$ cat src/design/sbpr_pkg.sv
package sbpr_pkg;

   localparam int DEF_MAX_RING_LOG = 6;
   localparam int MIN_RING_LOG     = 3;

   localparam int ADDR_W    = 64;
   localparam int ACTION_W  = 3;
   localparam int STATUS_W  = 3;
   localparam int MOVED_W   = 7;
   localparam int CFG_W     = 3;
   localparam int CSR_IDX_W = 1;

   localparam int REQ_DATA_W = ((ADDR_W + 7) / 8) * 8;
   localparam int RSP_DATA_W = ((ADDR_W + MOVED_W + 7) / 8) * 8;
   localparam int RSP_PAD_W  = RSP_DATA_W - ADDR_W - MOVED_W;

   localparam logic [CFG_W-1:0] RING_LOG_RESET = 3'd6;

   // register indexes
   localparam logic [CSR_IDX_W-1:0] CSR_RING_LOG  = 1'b0;
   localparam logic [CSR_IDX_W-1:0] CSR_MASTER_EN = 1'b1;

   // actions
   localparam logic [ACTION_W-1:0] ACT_ACQUIRE = 3'd0;
   localparam logic [ACTION_W-1:0] ACT_RELEASE = 3'd1;
   localparam logic [ACTION_W-1:0] ACT_PARTNER = 3'd2;
   localparam logic [ACTION_W-1:0] ACT_REFILL  = 3'd3;
   localparam logic [ACTION_W-1:0] ACT_DRAIN   = 3'd4;

   // result status
   localparam logic [STATUS_W-1:0] ST_OK         = 3'd0;
   localparam logic [STATUS_W-1:0] ST_EMPTY      = 3'd1;
   localparam logic [STATUS_W-1:0] ST_FULL       = 3'd2;
   localparam logic [STATUS_W-1:0] ST_NOT_MASTER = 3'd3;
   localparam logic [STATUS_W-1:0] ST_DRAIN_ONE  = 3'd4;
   localparam logic [STATUS_W-1:0] ST_DRAINED    = 3'd5;

   typedef struct packed {
      logic                capture;
      logic                push_alloc_in;
      logic                push_ret_in;
      logic                read_alloc;
      logic                read_ret;
      logic                push_alloc_rd;
      logic                moved_inc;
      logic                set_status;
      logic [STATUS_W-1:0] status;
      logic                take_rd;
      logic                out_load;
   } cmd_type;

   typedef struct packed {
      logic [ACTION_W-1:0] action;
      logic                master;
      logic                alloc_empty;
      logic                alloc_full;
      logic                ret_empty;
      logic                ret_full;
      logic                out_free;
   } flags_type;

endpackage

$ cat src/design/sbpr_ctrl.sv
module sbpr_ctrl (
   input  logic                clock,
   input  logic                reset,
   input  logic                req_tvalid,
   output logic                req_tready,
   input  sbpr_pkg::flags_type flags,
   output sbpr_pkg::cmd_type   cmd
);
   import sbpr_pkg::*;

   localparam logic [2:0] S_IDLE   = 3'd0;
   localparam logic [2:0] S_DECIDE = 3'd1;
   localparam logic [2:0] S_READ   = 3'd2;
   localparam logic [2:0] S_REFILL = 3'd3;
   localparam logic [2:0] S_MOVE   = 3'd4;
   localparam logic [2:0] S_DONE   = 3'd5;

   logic [2:0] state_ff, state_in;

   assign req_tready = (state_ff == S_IDLE);

   always_comb begin
      cmd      = '0;
      state_in = state_ff;
      case (state_ff)
         S_IDLE: begin
            if (req_tvalid) begin
               cmd.capture = 1'b1;
               state_in    = S_DECIDE;
            end
         end
         S_DECIDE: begin
            state_in = S_DONE;
            case (flags.action)
               ACT_ACQUIRE: begin
                  if (!flags.master) begin
                     cmd.set_status = 1'b1;
                     cmd.status     = ST_NOT_MASTER;
                  end else if (flags.alloc_empty) begin
                     cmd.set_status = 1'b1;
                     cmd.status     = ST_EMPTY;
                  end else begin
                     cmd.read_alloc = 1'b1;
                     state_in       = S_READ;
                  end
               end
               ACT_RELEASE: begin
                  if (flags.alloc_full) begin
                     cmd.set_status = 1'b1;
                     cmd.status     = ST_FULL;
                  end else begin
                     cmd.push_alloc_in = 1'b1;
                  end
               end
               ACT_PARTNER: begin
                  if (flags.ret_full) begin
                     cmd.set_status = 1'b1;
                     cmd.status     = ST_FULL;
                  end else begin
                     cmd.push_ret_in = 1'b1;
                  end
               end
               ACT_REFILL: begin
                  state_in = S_REFILL;
               end
               ACT_DRAIN: begin
                  cmd.set_status = 1'b1;
                  if (!flags.ret_empty) begin
                     cmd.status   = ST_DRAIN_ONE;
                     cmd.read_ret = 1'b1;
                     state_in     = S_READ;
                  end else if (!flags.alloc_empty) begin
                     cmd.status     = ST_DRAIN_ONE;
                     cmd.read_alloc = 1'b1;
                     state_in       = S_READ;
                  end else begin
                     cmd.status = ST_DRAINED;
                  end
               end
               default: begin
               end
            endcase
         end
         S_READ: begin
            cmd.take_rd = 1'b1;
            state_in    = S_DONE;
         end
         S_REFILL: begin
            if (flags.ret_empty || flags.alloc_full) begin
               state_in = S_DONE;
            end else begin
               cmd.read_ret = 1'b1;
               state_in     = S_MOVE;
            end
         end
         S_MOVE: begin
            cmd.push_alloc_rd = 1'b1;
            cmd.moved_inc     = 1'b1;
            state_in          = S_REFILL;
         end
         S_DONE: begin
            if (flags.out_free) begin
               cmd.out_load = 1'b1;
               state_in     = S_IDLE;
            end
         end
         default: begin
            state_in = S_IDLE;
         end
      endcase
   end

   always_ff @(posedge clock) begin
      if (reset) begin
         state_ff <= S_IDLE;
      end else begin
         state_ff <= state_in;
      end
   end

endmodule

$ cat config.mk
export PLATFORM = sky130hd
export DESIGN_NAME = sbpr_ctrl
export DESIGN_NICKNAME = d
export VERILOG_FILES = /design/src/design/sbpr_pkg.sv /design/src/design/sbpr_ctrl.sv
export SDC_FILE = /design/constraint.sdc
export NUM_CORES = 1
export LEC_CHECK = 0
export BUFFER_PORTS_ARGS = -buffer_cell sky130_fd_sc_hd__buf_2
export CAP_MARGIN = 30
export CORE_AREA = 2 2 39 41
export CTS_CLUSTER_SIZE = 12
export DETAILED_ROUTE_END_ITERATION = 10
export DIE_AREA = 0 0 41 43
export PLACE_DENSITY = 0.59
export SYNTH_ARGS = -nofsm -noshare
export SYNTH_HDL_FRONTEND = slang
export SYNTH_SLANG_ARGS = --single-unit
$ cat constraint.sdc
create_clock -name clock -period 3.1 [get_ports clock]
set_clock_uncertainty 0.2 [all_clocks]
set_input_delay 0.62 -clock clock [delete_from_list [all_inputs] [get_ports clock]]
set_output_delay 0.62 -clock clock [all_outputs]
set_load 0.01 [all_outputs]
# After elaboration in Yosys (flattened, before gate mapping)
# Cells that the tools add are included.
[op_classes]
eq_ne = 11
reduce_logical = 4
muxes = 35
[ops]
columns = ["operator", "count"]
rows = [
  ["$mux 3", 7],
  ["$mux 4", 5],
  ["$pmux 3 s6", 1],
  ["$mux 1", 17],
  ["$pmux 4 s4", 1],
  ["$eq 3x2->1 const B", 4],
  ["$eq 3x3->1 const B", 3],
  ["$pmux 3 s3", 1],
  ["$eq 3x1->1 const B", 2],
  ["$logic_not 3->1", 2],
  ["$ne 2x2->1 const B", 2],
  ["$pmux 1 s2", 2],
  ["$mux 2", 1],
  ["$reduce_and 2->1", 1],
  ["$logic_or 1x1->1", 1],
]
[word_totals]
reg_bits = 3
out_inout_bits = 14
input_bits = 12
word_cells = 51

# Depth between registers and ports, before layout
# Gate-level depths: netlist (run 1).
[logic_depth]
ltp_word = 4
depth_mapped = 5
ltp_nobuf = 4

# Least setup slack after synthesis (run 1)
# OpenSTA, ideal clock, no wires.
[synth_timing]
path_type = "input port to output port"
startpoint = "input port flags[6] in the netlist's numbering"
endpoint = "output port cmd[8] in the netlist's numbering"
required_ns = 2.280
arrival_ns = 1.363
slack_ns = 0.917
n_path_buf = 0
cell_stages = 4
path_cell_list = "nor2_1 nand2_1 mux2_2 nor3_1"
[synth_lines]
columns = ["item", "line", "source"]
rows = [
  ["start: declaration", "sbpr_ctrl.sv:6", "input sbpr_pkg::flags_type flags,"],
  ["end: declaration", "sbpr_ctrl.sv:7", "output sbpr_pkg::cmd_type cmd"],
]

==> results.py, run 1 <==
metrics = {
    "global_route": {
        "first_global_vias": 431,
        "grt-ovfl-total": 0,
        "antenna_found_initial": 0,
        "grt_util_met3_pct": 4.712,
        "grt_use_met1_pct": 22.29,
        "track_usage_pct": 14.91,
        "grt.met2_usage_pct": 20.00,
        "top_usage_layer": "met1",
        "grt_max_degree": 12,
        "grt_pass1_wl_mm": 1.842,
    },
    "logic_synthesis": {
        "syn_area_sq_um": 422.9,
        "synthTopCellsByCount": "nor2_1, nor3_1",
        "synth_edf_count": 0,
        "ys_types": 33,
        "synth_top_cell_by_area": "dfxtp_1",
        "synthCells": 57,
        "synth_fp_nets": 69,
        "synth-seq-cells": 3,
        "ys.flop_type": "dfxtp_1",
        "post_synth.cell_area_avg_sq_um": 7.419,
        "synth_most_common_cell": "nor2_1",
        "synth.top_cell.area_share_pct": 14.20,
        "ys_seq_area_share_pct": 14.20,
        "synth_warnings": 0,
        "synth.area.top_cells": "dfxtp_1, nor2_1, nor3_1, nor3_2, nand2b_1",
        "postSynth.asyncResetShare_pct": 0,
    },
    "layout": {
        "final_util_pct": 41.68,
        "largest_register_ff_count": 3,
        "largestRegisters": "state_ff: 3 flops",
        "fin_nets": 96,
        "final_cell_count_no_fill": 99,
        "drive_gt1_share_pct": 48.19,
        "n_antenna_cell": 0,
        "syn_to_final_growth_pct": 36.39,
        "largest_register": "state_ff",
        "postLayoutCellArea_sq_um": 576.8,
    },
    "timing": {
        "setup_violations": 0,
        "tns_ns": 0,
        "fin_crit_ns": 2.446,
        "worst_pin_slew_ns": 0.3603,
        "finalCritPeriodShare_pct": 78.90,
        "maxSlewHeadroom_pct": 75.93,
        "finalHoldViolCount": 0,
        "timing.final.ws_setup_ns": 0.6540,
        "rsz0062_at_grt": "false",
        "fmax_mhz": 408.8,
        "slew_violations": 0,
    },
    "clocking": {
        "post_cts_buffers": 0,
        "clock_latency_ns": 0.23,
        "cts_buffers": 3,
        "clock_sinks": 3,
        "cts_tree": "built",
        "cts-root-buf": "clkbuf_4",
        "clk_pin_slew_worst_paths_ns": 0.04,
        "ctsHoldBuffers": 0,
        "htreeDepth": 1,
        "cts_resized": 0,
        "cts_max_path_buffers": 2,
    },
    "critical_path": {
        "endpoint_kind": "primary output",
        "critPathSlowestCell": "dfxtp_1",
        "reg2reg_slack_ns": 1.48,
        "crit_buf_inv": 1,
        "critPathKind": "flip-flop to primary output",
        "cp_cell_sequence": "or2b_1, nor2_1, nand2_1, nor3_1, buf_2",
        "worstSetupStartpointType": "flip-flop",
        "worstPathRequired_ns": 2.28,
        "reg2reg_to": "state_ff[1]$_SDFFE_PP0P_",
        "cpLargestDelayFamily": "simple AND/OR/NAND/NOR gates",
        "r2r-start": "state_ff[0]$_SDFFE_PP0P_",
        "cp_max_fo": 9,
        "cp_data_arrival_time_ns": 1.63,
        "max_stage_delay_ns": 0.46,
        "reg2reg_depth": 4,
    },
    "placed_design": {
        "place.gp.congestion": 0.7279,
        "dp_cells": 95,
        "place_area_sq_um": 550.5,
        "dp_hpwl_microns": 816.1,
        "io_buffers": 25,
        "place_ws_ns": 0.7018,
    },
    "die": {
        "io_pins": 26,
        "initial_utilization_pct": 30.56,
        "coreArea_sq_um": 1384,
        "die_h_microns": 43,
        "die_area_sq_um": 1763,
        "dieWidth_microns": 41,
        "rows": 14,
    },
    "drt": {
        "ant_nets": 0,
        "totalWireLength_mm": 1.045,
        "drt_iter0_markers": 2,
        "firstDrtPassIters": 2,
        "drcViolationCount": 0,
        "viasPerCell": 4.929,
        "routedWlPerCell_microns": 10.56,
        "dr_total_vias": 488,
    },
    "power": {
        "p_int_mw": 0.1453,
        "leakagePower_nw": 0.2706,
        "seq_power_share_pct": 25.0,
        "netSwitchingPower_mw": 0.08703,
        "comb_power_share_pct": 45.8,
        "vdd_ir_drop_max_uv": 122.4,
        "sw_frac_of_total_pct": 37.46,
        "p_clk_share_pct": 29.1,
        "powerDensity_nw_per_um2": 402.8,
    },
    "outcome": {
        "status": "completed",
    },
    "min_path": {
        "hold_end": "state_ff[1]$_SDFFE_PP0P_",
        "hold_path_class": "input pin to flip-flop",
        "whs_path_depth": 2,
        "min-delay-start": "reset",
    },
    "run": {
        "drv_cap": 0,
    },
}
cell type report:
type / instances / area, sq um
well taps: 16 / 20.02
fillers: 154 / 807.0
clock buffers: 4 / 26.28
inverters: 1 / 3.754
multi-input cells: 50 / 341.6
repair buffers: 25 / 125.1
flip-flops and latches: 3 / 60.06
worst max path at each step:
stage,from,to,slack [ns],depth (start not counted)
6_report,state_ff[0]$_SDFFE_PP0P_,cmd[9],0.65,5
5_1_grt,state_ff[0]$_SDFFE_PP0P_,cmd[9],0.46,5
4_1_cts,state_ff[0]$_SDFFE_PP0P_,cmd[9],0.63,5
3_5_place_dp,flags[6],cmd[8],0.70,6
3_3_place_gp,flags[6],cmd[8],0.72,6
2_1_floorplan,flags[6],cmd[8],0.92,4
layer usage:
| layer | vias up | wire, microns |
|---|---|---|
| met3 | 0 | 74 |
| met4 | 0 | 0 |
| met5 | - | 0 |
| met2 | 21 | 453 |
| met1 | 206 | 517 |
| li1 | 261 | - |
cell usage in the layout (no fill, tap or decap), types with 3 or more instances in the layout:
| cell type | instances |
|---|---|
| buf_2 | 25 |
| nor2_1 | 8 |
| nor3_1 | 4 |
| a21oi_1 | 3 |
| nand2b_1 | 3 |
| o21ai_0 | 3 |
| clkbuf_4 | 3 |
| dfxtp_1 | 3 |
cells by family (layout without fill, tap and decap cells):
logic type             Yosys count  after routing  synth area share (%)
multiplexers                     2              2                 5.029
buffers and inverters            4             30                 5.029
AND/OR/NAND/NOR                 35             35                 53.55
AO/OA/AOI/OAI                   13             13                 22.19
flip-flops                       3              3                 14.20
stage by stage:
step	hold slack, ns	power, mW
after floorplan	0.4266	0.1328
after global routing	0.3829	0.2575
after CTS	0.3684	0.2367
after global placement	0.5189	0.1656
final	0.3716	0.2323
after detailed placement	0.5235	0.1661
power groups by stage:
stage               Clock, mW  Sequential (mW)  Combinational (mW)
finish                 0.0677           0.0582               0.106
global route           0.0755           0.0612               0.121
CTS                    0.0706           0.0583               0.108
detailed placement          0           0.0590               0.107
global placement            0           0.0582               0.107
floorplan                   0           0.0524              0.0804
No activity file was read; power rests on OpenSTA's default activity.
==> inputs of run 2 (changes only) <==
==> constraint.sdc (replaced) <==
create_clock -name clock -period 2.35 [get_ports clock]
set_clock_uncertainty 0.2 [all_clocks]
set_input_delay 0.47 -clock clock [delete_from_list [all_inputs] [get_ports clock]]
set_output_delay 0.47 -clock clock [all_outputs]
set_load 0.01 [all_outputs]
==> results.py, run 2 (synthesis gave the netlist of run 1 again) <==
metrics = {
    "outcome": {
        "status": "completed",
    },
    "placed_design": {
        "dp_hpwl_microns": 861.5,
        "io_buffers": 25,
        "place.gp.congestion": 0.7320,
    },
    "layout": {
        "drive_gt1_share_pct": 48.81,
        "largest_register": "state_ff",
        "n_antenna_cell": 0,
        "largestRegisters": "state_ff: 3 flops",
        "layout_common_cells": "buf_2, nor2_1, nor3_1",
        "fin_nets": 97,
        "layout_commonest_cell": "buf_2",
        "largest_register_ff_count": 3,
        "syn_to_final_growth_pct": 38.17,
    },
    "clocking": {
        "cts_tree": "built",
        "cts_resized": 0,
        "cts_buffers": 3,
        "post_cts_buffers": 0,
        "clock_sinks": 3,
        "ctsHoldBuffers": 0,
        "clock_latency_ns": 0.23,
        "cts-root-buf": "clkbuf_4",
        "cts_max_path_buffers": 2,
        "clk_pin_slew_worst_paths_ns": 0.04,
        "htreeDepth": 1,
    },
    "timing": {
        "worst_pin_slew_ns": 0.3987,
        "setup_violations": 0,
        "slew_violations": 0,
        "rsz0062_at_grt": "false",
        "finalHoldViolCount": 0,
        "fin_crit_ns": 2.203,
        "finalCritPeriodShare_pct": 93.76,
        "fmax_mhz": 453.8,
        "tns_ns": 0,
        "maxSlewHeadroom_pct": 73.36,
    },
    "global_route": {
        "grt_pass1_wl_mm": 1.766,
        "antenna_found_initial": 0,
        "first_global_vias": 448,
        "grt_max_degree": 12,
        "track_usage_pct": 14.31,
        "grt-ovfl-total": 0,
    },
    "critical_path": {
        "cp_cell_sequence": "or2b_1, nor2_1, nand2_1, nor3_1, buf_2",
        "max_stage_delay_ns": 0.37,
        "crit_buf_inv": 1,
        "endpoint_kind": "primary output",
        "worstSetupStartpointType": "flip-flop",
        "cp_max_fo": 9,
        "critPathSlowestCell": "dfxtp_1",
        "critPathKind": "flip-flop to primary output",
        "cp_data_arrival_time_ns": 1.53,
        "cpLargestDelayFamily": "simple AND/OR/NAND/NOR gates",
        "worstPathRequired_ns": 1.68,
    },
    "die": {
        "die_h_microns": 43,
        "coreArea_sq_um": 1384,
        "io_pins": 26,
        "die_area_sq_um": 1763,
        "initial_utilization_pct": 30.56,
        "dieWidth_microns": 41,
        "rows": 14,
    },
    "drt": {
        "drt_iter0_markers": 2,
        "routedWlPerCell_microns": 11.02,
        "drcViolationCount": 0,
        "dr_total_vias": 497,
        "totalWireLength_mm": 1.102,
        "ant_nets": 0,
        "firstDrtPassIters": 4,
        "viasPerCell": 4.970,
    },
    "min_path": {
        "hold_path_class": "input pin to flip-flop",
    },
    "power": {
        "leakagePower_nw": 0.2757,
        "p_total_mw": 0.3167,
        "vdd_ir_drop_max_uv": 158.8,
        "powerDensity_nw_per_um2": 542.0,
    },
    "run": {
        "drv_cap": 0,
    },
}
-- run 2: changes by cell type in the layout (fill, tap and decap cells not counted), sizes merged --
cell  change
buf       +1
-- run 2: final timing paths --
kind / startpoint / end / slack [ns] / cells after the start
worst max register to register: state_ff[1]$_SDFFE_PP0P_ / state_ff[1]$_SDFFE_PP0P_ / 0.80 / 4
worst max-delay path: state_ff[2]$_SDFFE_PP0P_ / cmd[9] / 0.15 / 5
worst min-delay path: reset / state_ff[1]$_SDFFE_PP0P_ / 0.23 / 2
worst min register to register: state_ff[2]$_SDFFE_PP0P_ / state_ff[2]$_SDFFE_PP0P_ / 0.54 / 3
-- run 2: layout make-up --
class	instances	area, sq um
Fill cell	157	799.5
Tap cell	16	20.02
Clock buffer	4	26.28
Multi-Input combinational cell	50	341.6
Timing Repair Buffer	26	132.6
Sequential cell	3	60.06
Inverter	1	3.754
-- run 2: layer usage --
layer | global-route usage [%] | routed length (microns)
met5 | 0 | 0
met3 | 1.571 | 77
met2 | 21.88 | 523
met1 | 18.47 | 501
met4 | 8.000 | 0
-- run 2: stage by stage --
step | area [sq um] | instances | util (%) | worst slack [ns] | hold slack [ns]
2_1_floorplan | 422.9 | 57 | - | 0.4427 | 0.3397
3_3_place_gp | 558.0 | 96 | 40.33 | 0.2714 | 0.4569
3_5_place_dp | 558.0 | 96 | 40.33 | 0.2572 | 0.4600
4_1_cts | 584.3 | 100 | 42.22 | 0.1362 | 0.2135
5_1_grt | 584.3 | 100 | 42.22 | 0.002757 | 0.2293
6_report | 584.3 | 100 | 42.22 | 0.1465 | 0.2277
-- run 2: worst reg2reg max path: stages, from the launching register on --
cell	delay, ns
dfxtp_1	0.39
or3b_4	0.45
nor3_2	0.17
a221oi_2	0.11
nor3_2	0.16
-- run 2: power breakdown --
part	total [mW]	internal, mW	switching, mW
logic	0.152	0.0727	0.0794
registers	0.0724	0.0594	0.0130
clock network	0.0922	0.0638	0.0285
total	0.317	0.196	0.121
==> inputs of run 3 (changes only) <==
--- a/config.mk
+++ b/config.mk
@@ -12,6 +12,7 @@
 export DETAILED_ROUTE_END_ITERATION = 10
 export DIE_AREA = 0 0 41 43
 export PLACE_DENSITY = 0.59
+export SETUP_SLACK_MARGIN = 0.15
 export SYNTH_ARGS = -nofsm -noshare
 export SYNTH_HDL_FRONTEND = slang
 export SYNTH_SLANG_ARGS = --single-unit
==> constraint.sdc (replaced) <==
create_clock -name clock -period 2.35 [get_ports clock]
set_clock_uncertainty 0.2 [all_clocks]
set_input_delay 0.235 -clock clock [delete_from_list [all_inputs] [get_ports clock]]
set_output_delay 0.235 -clock clock [all_outputs]
set_load 0.01 [all_outputs]
==> results.py, run 3 (synthesis gave the netlist of run 1 again) <==
metrics = {
    "critical_path": {
        "worstPathRequired_ns": 1.91,
        "crit_buf_inv": 1,
        "critPathSlowestCell": "dfxtp_1",
        "reg2reg_slack_ns": 0.76,
        "cp_data_arrival_time_ns": 1.60,
        "max_stage_delay_ns": 0.44,
        "cpLargestDelayFamily": "simple AND/OR/NAND/NOR gates",
        "worstSetupStartpointType": "flip-flop",
        "critPathKind": "flip-flop to primary output",
        "endpoint_kind": "primary output",
        "cp_max_fo": 9,
        "cp_cell_sequence": "or2b_1, nor2_1, nand2_1, nor3_1, buf_2",
    },
    "global_route": {
        "grt_max_degree": 12,
        "grt_pass1_wl_mm": 1.745,
        "antenna_found_initial": 0,
        "first_global_vias": 449,
        "track_usage_pct": 14.13,
        "grt-ovfl-total": 0,
    },
    "drt": {
        "drt_iter0_markers": 3,
        "routedWlPerCell_microns": 10.72,
        "ant_nets": 0,
        "totalWireLength_mm": 1.072,
        "dr_total_vias": 507,
        "firstDrtPassIters": 2,
        "viasPerCell": 5.070,
        "drcViolationCount": 0,
    },
    "layout": {
        "largestRegisters": "state_ff: 3 flops",
        "layout_commonest_cell": "buf_2",
        "postLayoutCellArea_sq_um": 586.8,
        "final_util_pct": 42.41,
        "largest_register_ff_count": 3,
        "largest_register": "state_ff",
        "fin_nets": 97,
        "drive_gt1_share_pct": 47.62,
        "syn_to_final_growth_pct": 38.76,
        "layout_common_cells": "buf_2, nor2_1, nor3_1",
        "n_antenna_cell": 0,
    },
    "run": {
        "drv_cap": 0,
    },
    "clocking": {
        "htreeDepth": 1,
        "cts_max_path_buffers": 2,
        "cts_resized": 0,
        "clock_latency_ns": 0.23,
        "clock_sinks": 3,
        "cts_tree": "built",
        "cts-root-buf": "clkbuf_4",
        "cts_buffers": 3,
        "clk_pin_slew_worst_paths_ns": 0.04,
    },
    "timing": {
        "timing.final.ws_setup_ns": 0.3176,
        "fmax_mhz": 492.0,
        "rsz0062_at_grt": "false",
        "tns_ns": 0,
        "slew_violations": 0,
        "fin_crit_ns": 2.032,
        "finalCritPeriodShare_pct": 86.48,
        "finalHoldViolCount": 0,
        "maxSlewHeadroom_pct": 72.47,
        "setup_violations": 0,
        "worst_pin_slew_ns": 0.4121,
    },
    "power": {
        "p_int_mw": 0.1929,
        "netSwitchingPower_mw": 0.1164,
        "comb_power_share_pct": 46.3,
        "p_total_mw": 0.3093,
        "leakagePower_nw": 0.2748,
        "sw_frac_of_total_pct": 37.64,
        "vdd_ir_drop_max_uv": 263.9,
        "p_clk_share_pct": 29.1,
        "seq_power_share_pct": 24.6,
        "powerDensity_nw_per_um2": 527.1,
    },
    "die": {
        "coreArea_sq_um": 1384,
        "dieWidth_microns": 41,
        "die_area_sq_um": 1763,
        "io_pins": 26,
        "rows": 14,
        "die_h_microns": 43,
        "initial_utilization_pct": 30.56,
    },
    "placed_design": {
        "io_buffers": 25,
        "place_ws_ns": 0.5532,
        "place_area_sq_um": 550.5,
        "place.gp.congestion": 0.6892,
        "dp_hpwl_microns": 834.2,
    },
    "outcome": {
        "status": "completed",
    },
    "min_path": {
        "hold_path_class": "input pin to flip-flop",
    },
}
run 3: cell count changes in the layout (fill, tap and decap cells not counted), sizes merged:
| cell | before | now |
|---|---|---|
| buf | 26 | 25 |
| dlygate4sd3 | 0 | 1 |
run 3: cell type report:
cell class | count | area [sq um]
Inverter | 1 | 3.754
Fill cell | 161 | 797.0
Timing Repair Buffer | 26 | 135.1
Sequential cell | 3 | 60.06
Multi-Input combinational cell | 50 | 341.6
Clock buffer | 4 | 26.28
Tap cell | 16 | 20.02
run 3: path summary, 6_finish.rpt:
kind / startpoint / endpoint / cells after the start
worst min-delay path: req_tvalid / state_ff[1]$_SDFFE_PP0P_ / 3
worst max-delay path: state_ff[0]$_SDFFE_PP0P_ / cmd[9] / 5
worst max register to register: state_ff[0]$_SDFFE_PP0P_ / state_ff[1]$_SDFFE_PP0P_ / 4
worst min register to register: state_ff[2]$_SDFFE_PP0P_ / state_ff[2]$_SDFFE_PP0P_ / 3
run 3: layer usage:
metal / share of wire [%] / global-route usage [%]
met1: 46 / 17.57
met2: 45 / 22.19
met3: 8.9 / 6.283
met4: 0 / 2.000
met5: 0 / 0
run 3: power groups by stage:
stage	logic (mW)	clock network (mW)	registers [mW]
after global placement	0.143	0	0.0757
after detailed placement	0.142	0	0.0767
after global routing	0.161	0.102	0.0796
after CTS	0.144	0.0953	0.0759
after floorplan	0.106	0	0.0692
final	0.143	0.0901	0.0761
run 3: per-stage QoR:
stage | cells | hold slack (ns)
6_report | 100 | 0.1326
5_1_grt | 100 | 0.1419
4_1_cts | 100 | 0.1222
3_5_place_dp | 95 | 0.2200
3_3_place_gp | 95 | 0.2223
2_1_floorplan | 57 | 0.1047
run 3: tightest hold or removal path, stage by stage:
cell	delay [ns]
buf_2	0.11
o21ai_2	0.08
nor3_2	0.09
run 3: what timing repair did:
action,in CTS,in global routing
buffers inserted,0,0
hold buffers,1,0
endpoints found under the hold margin,1,0
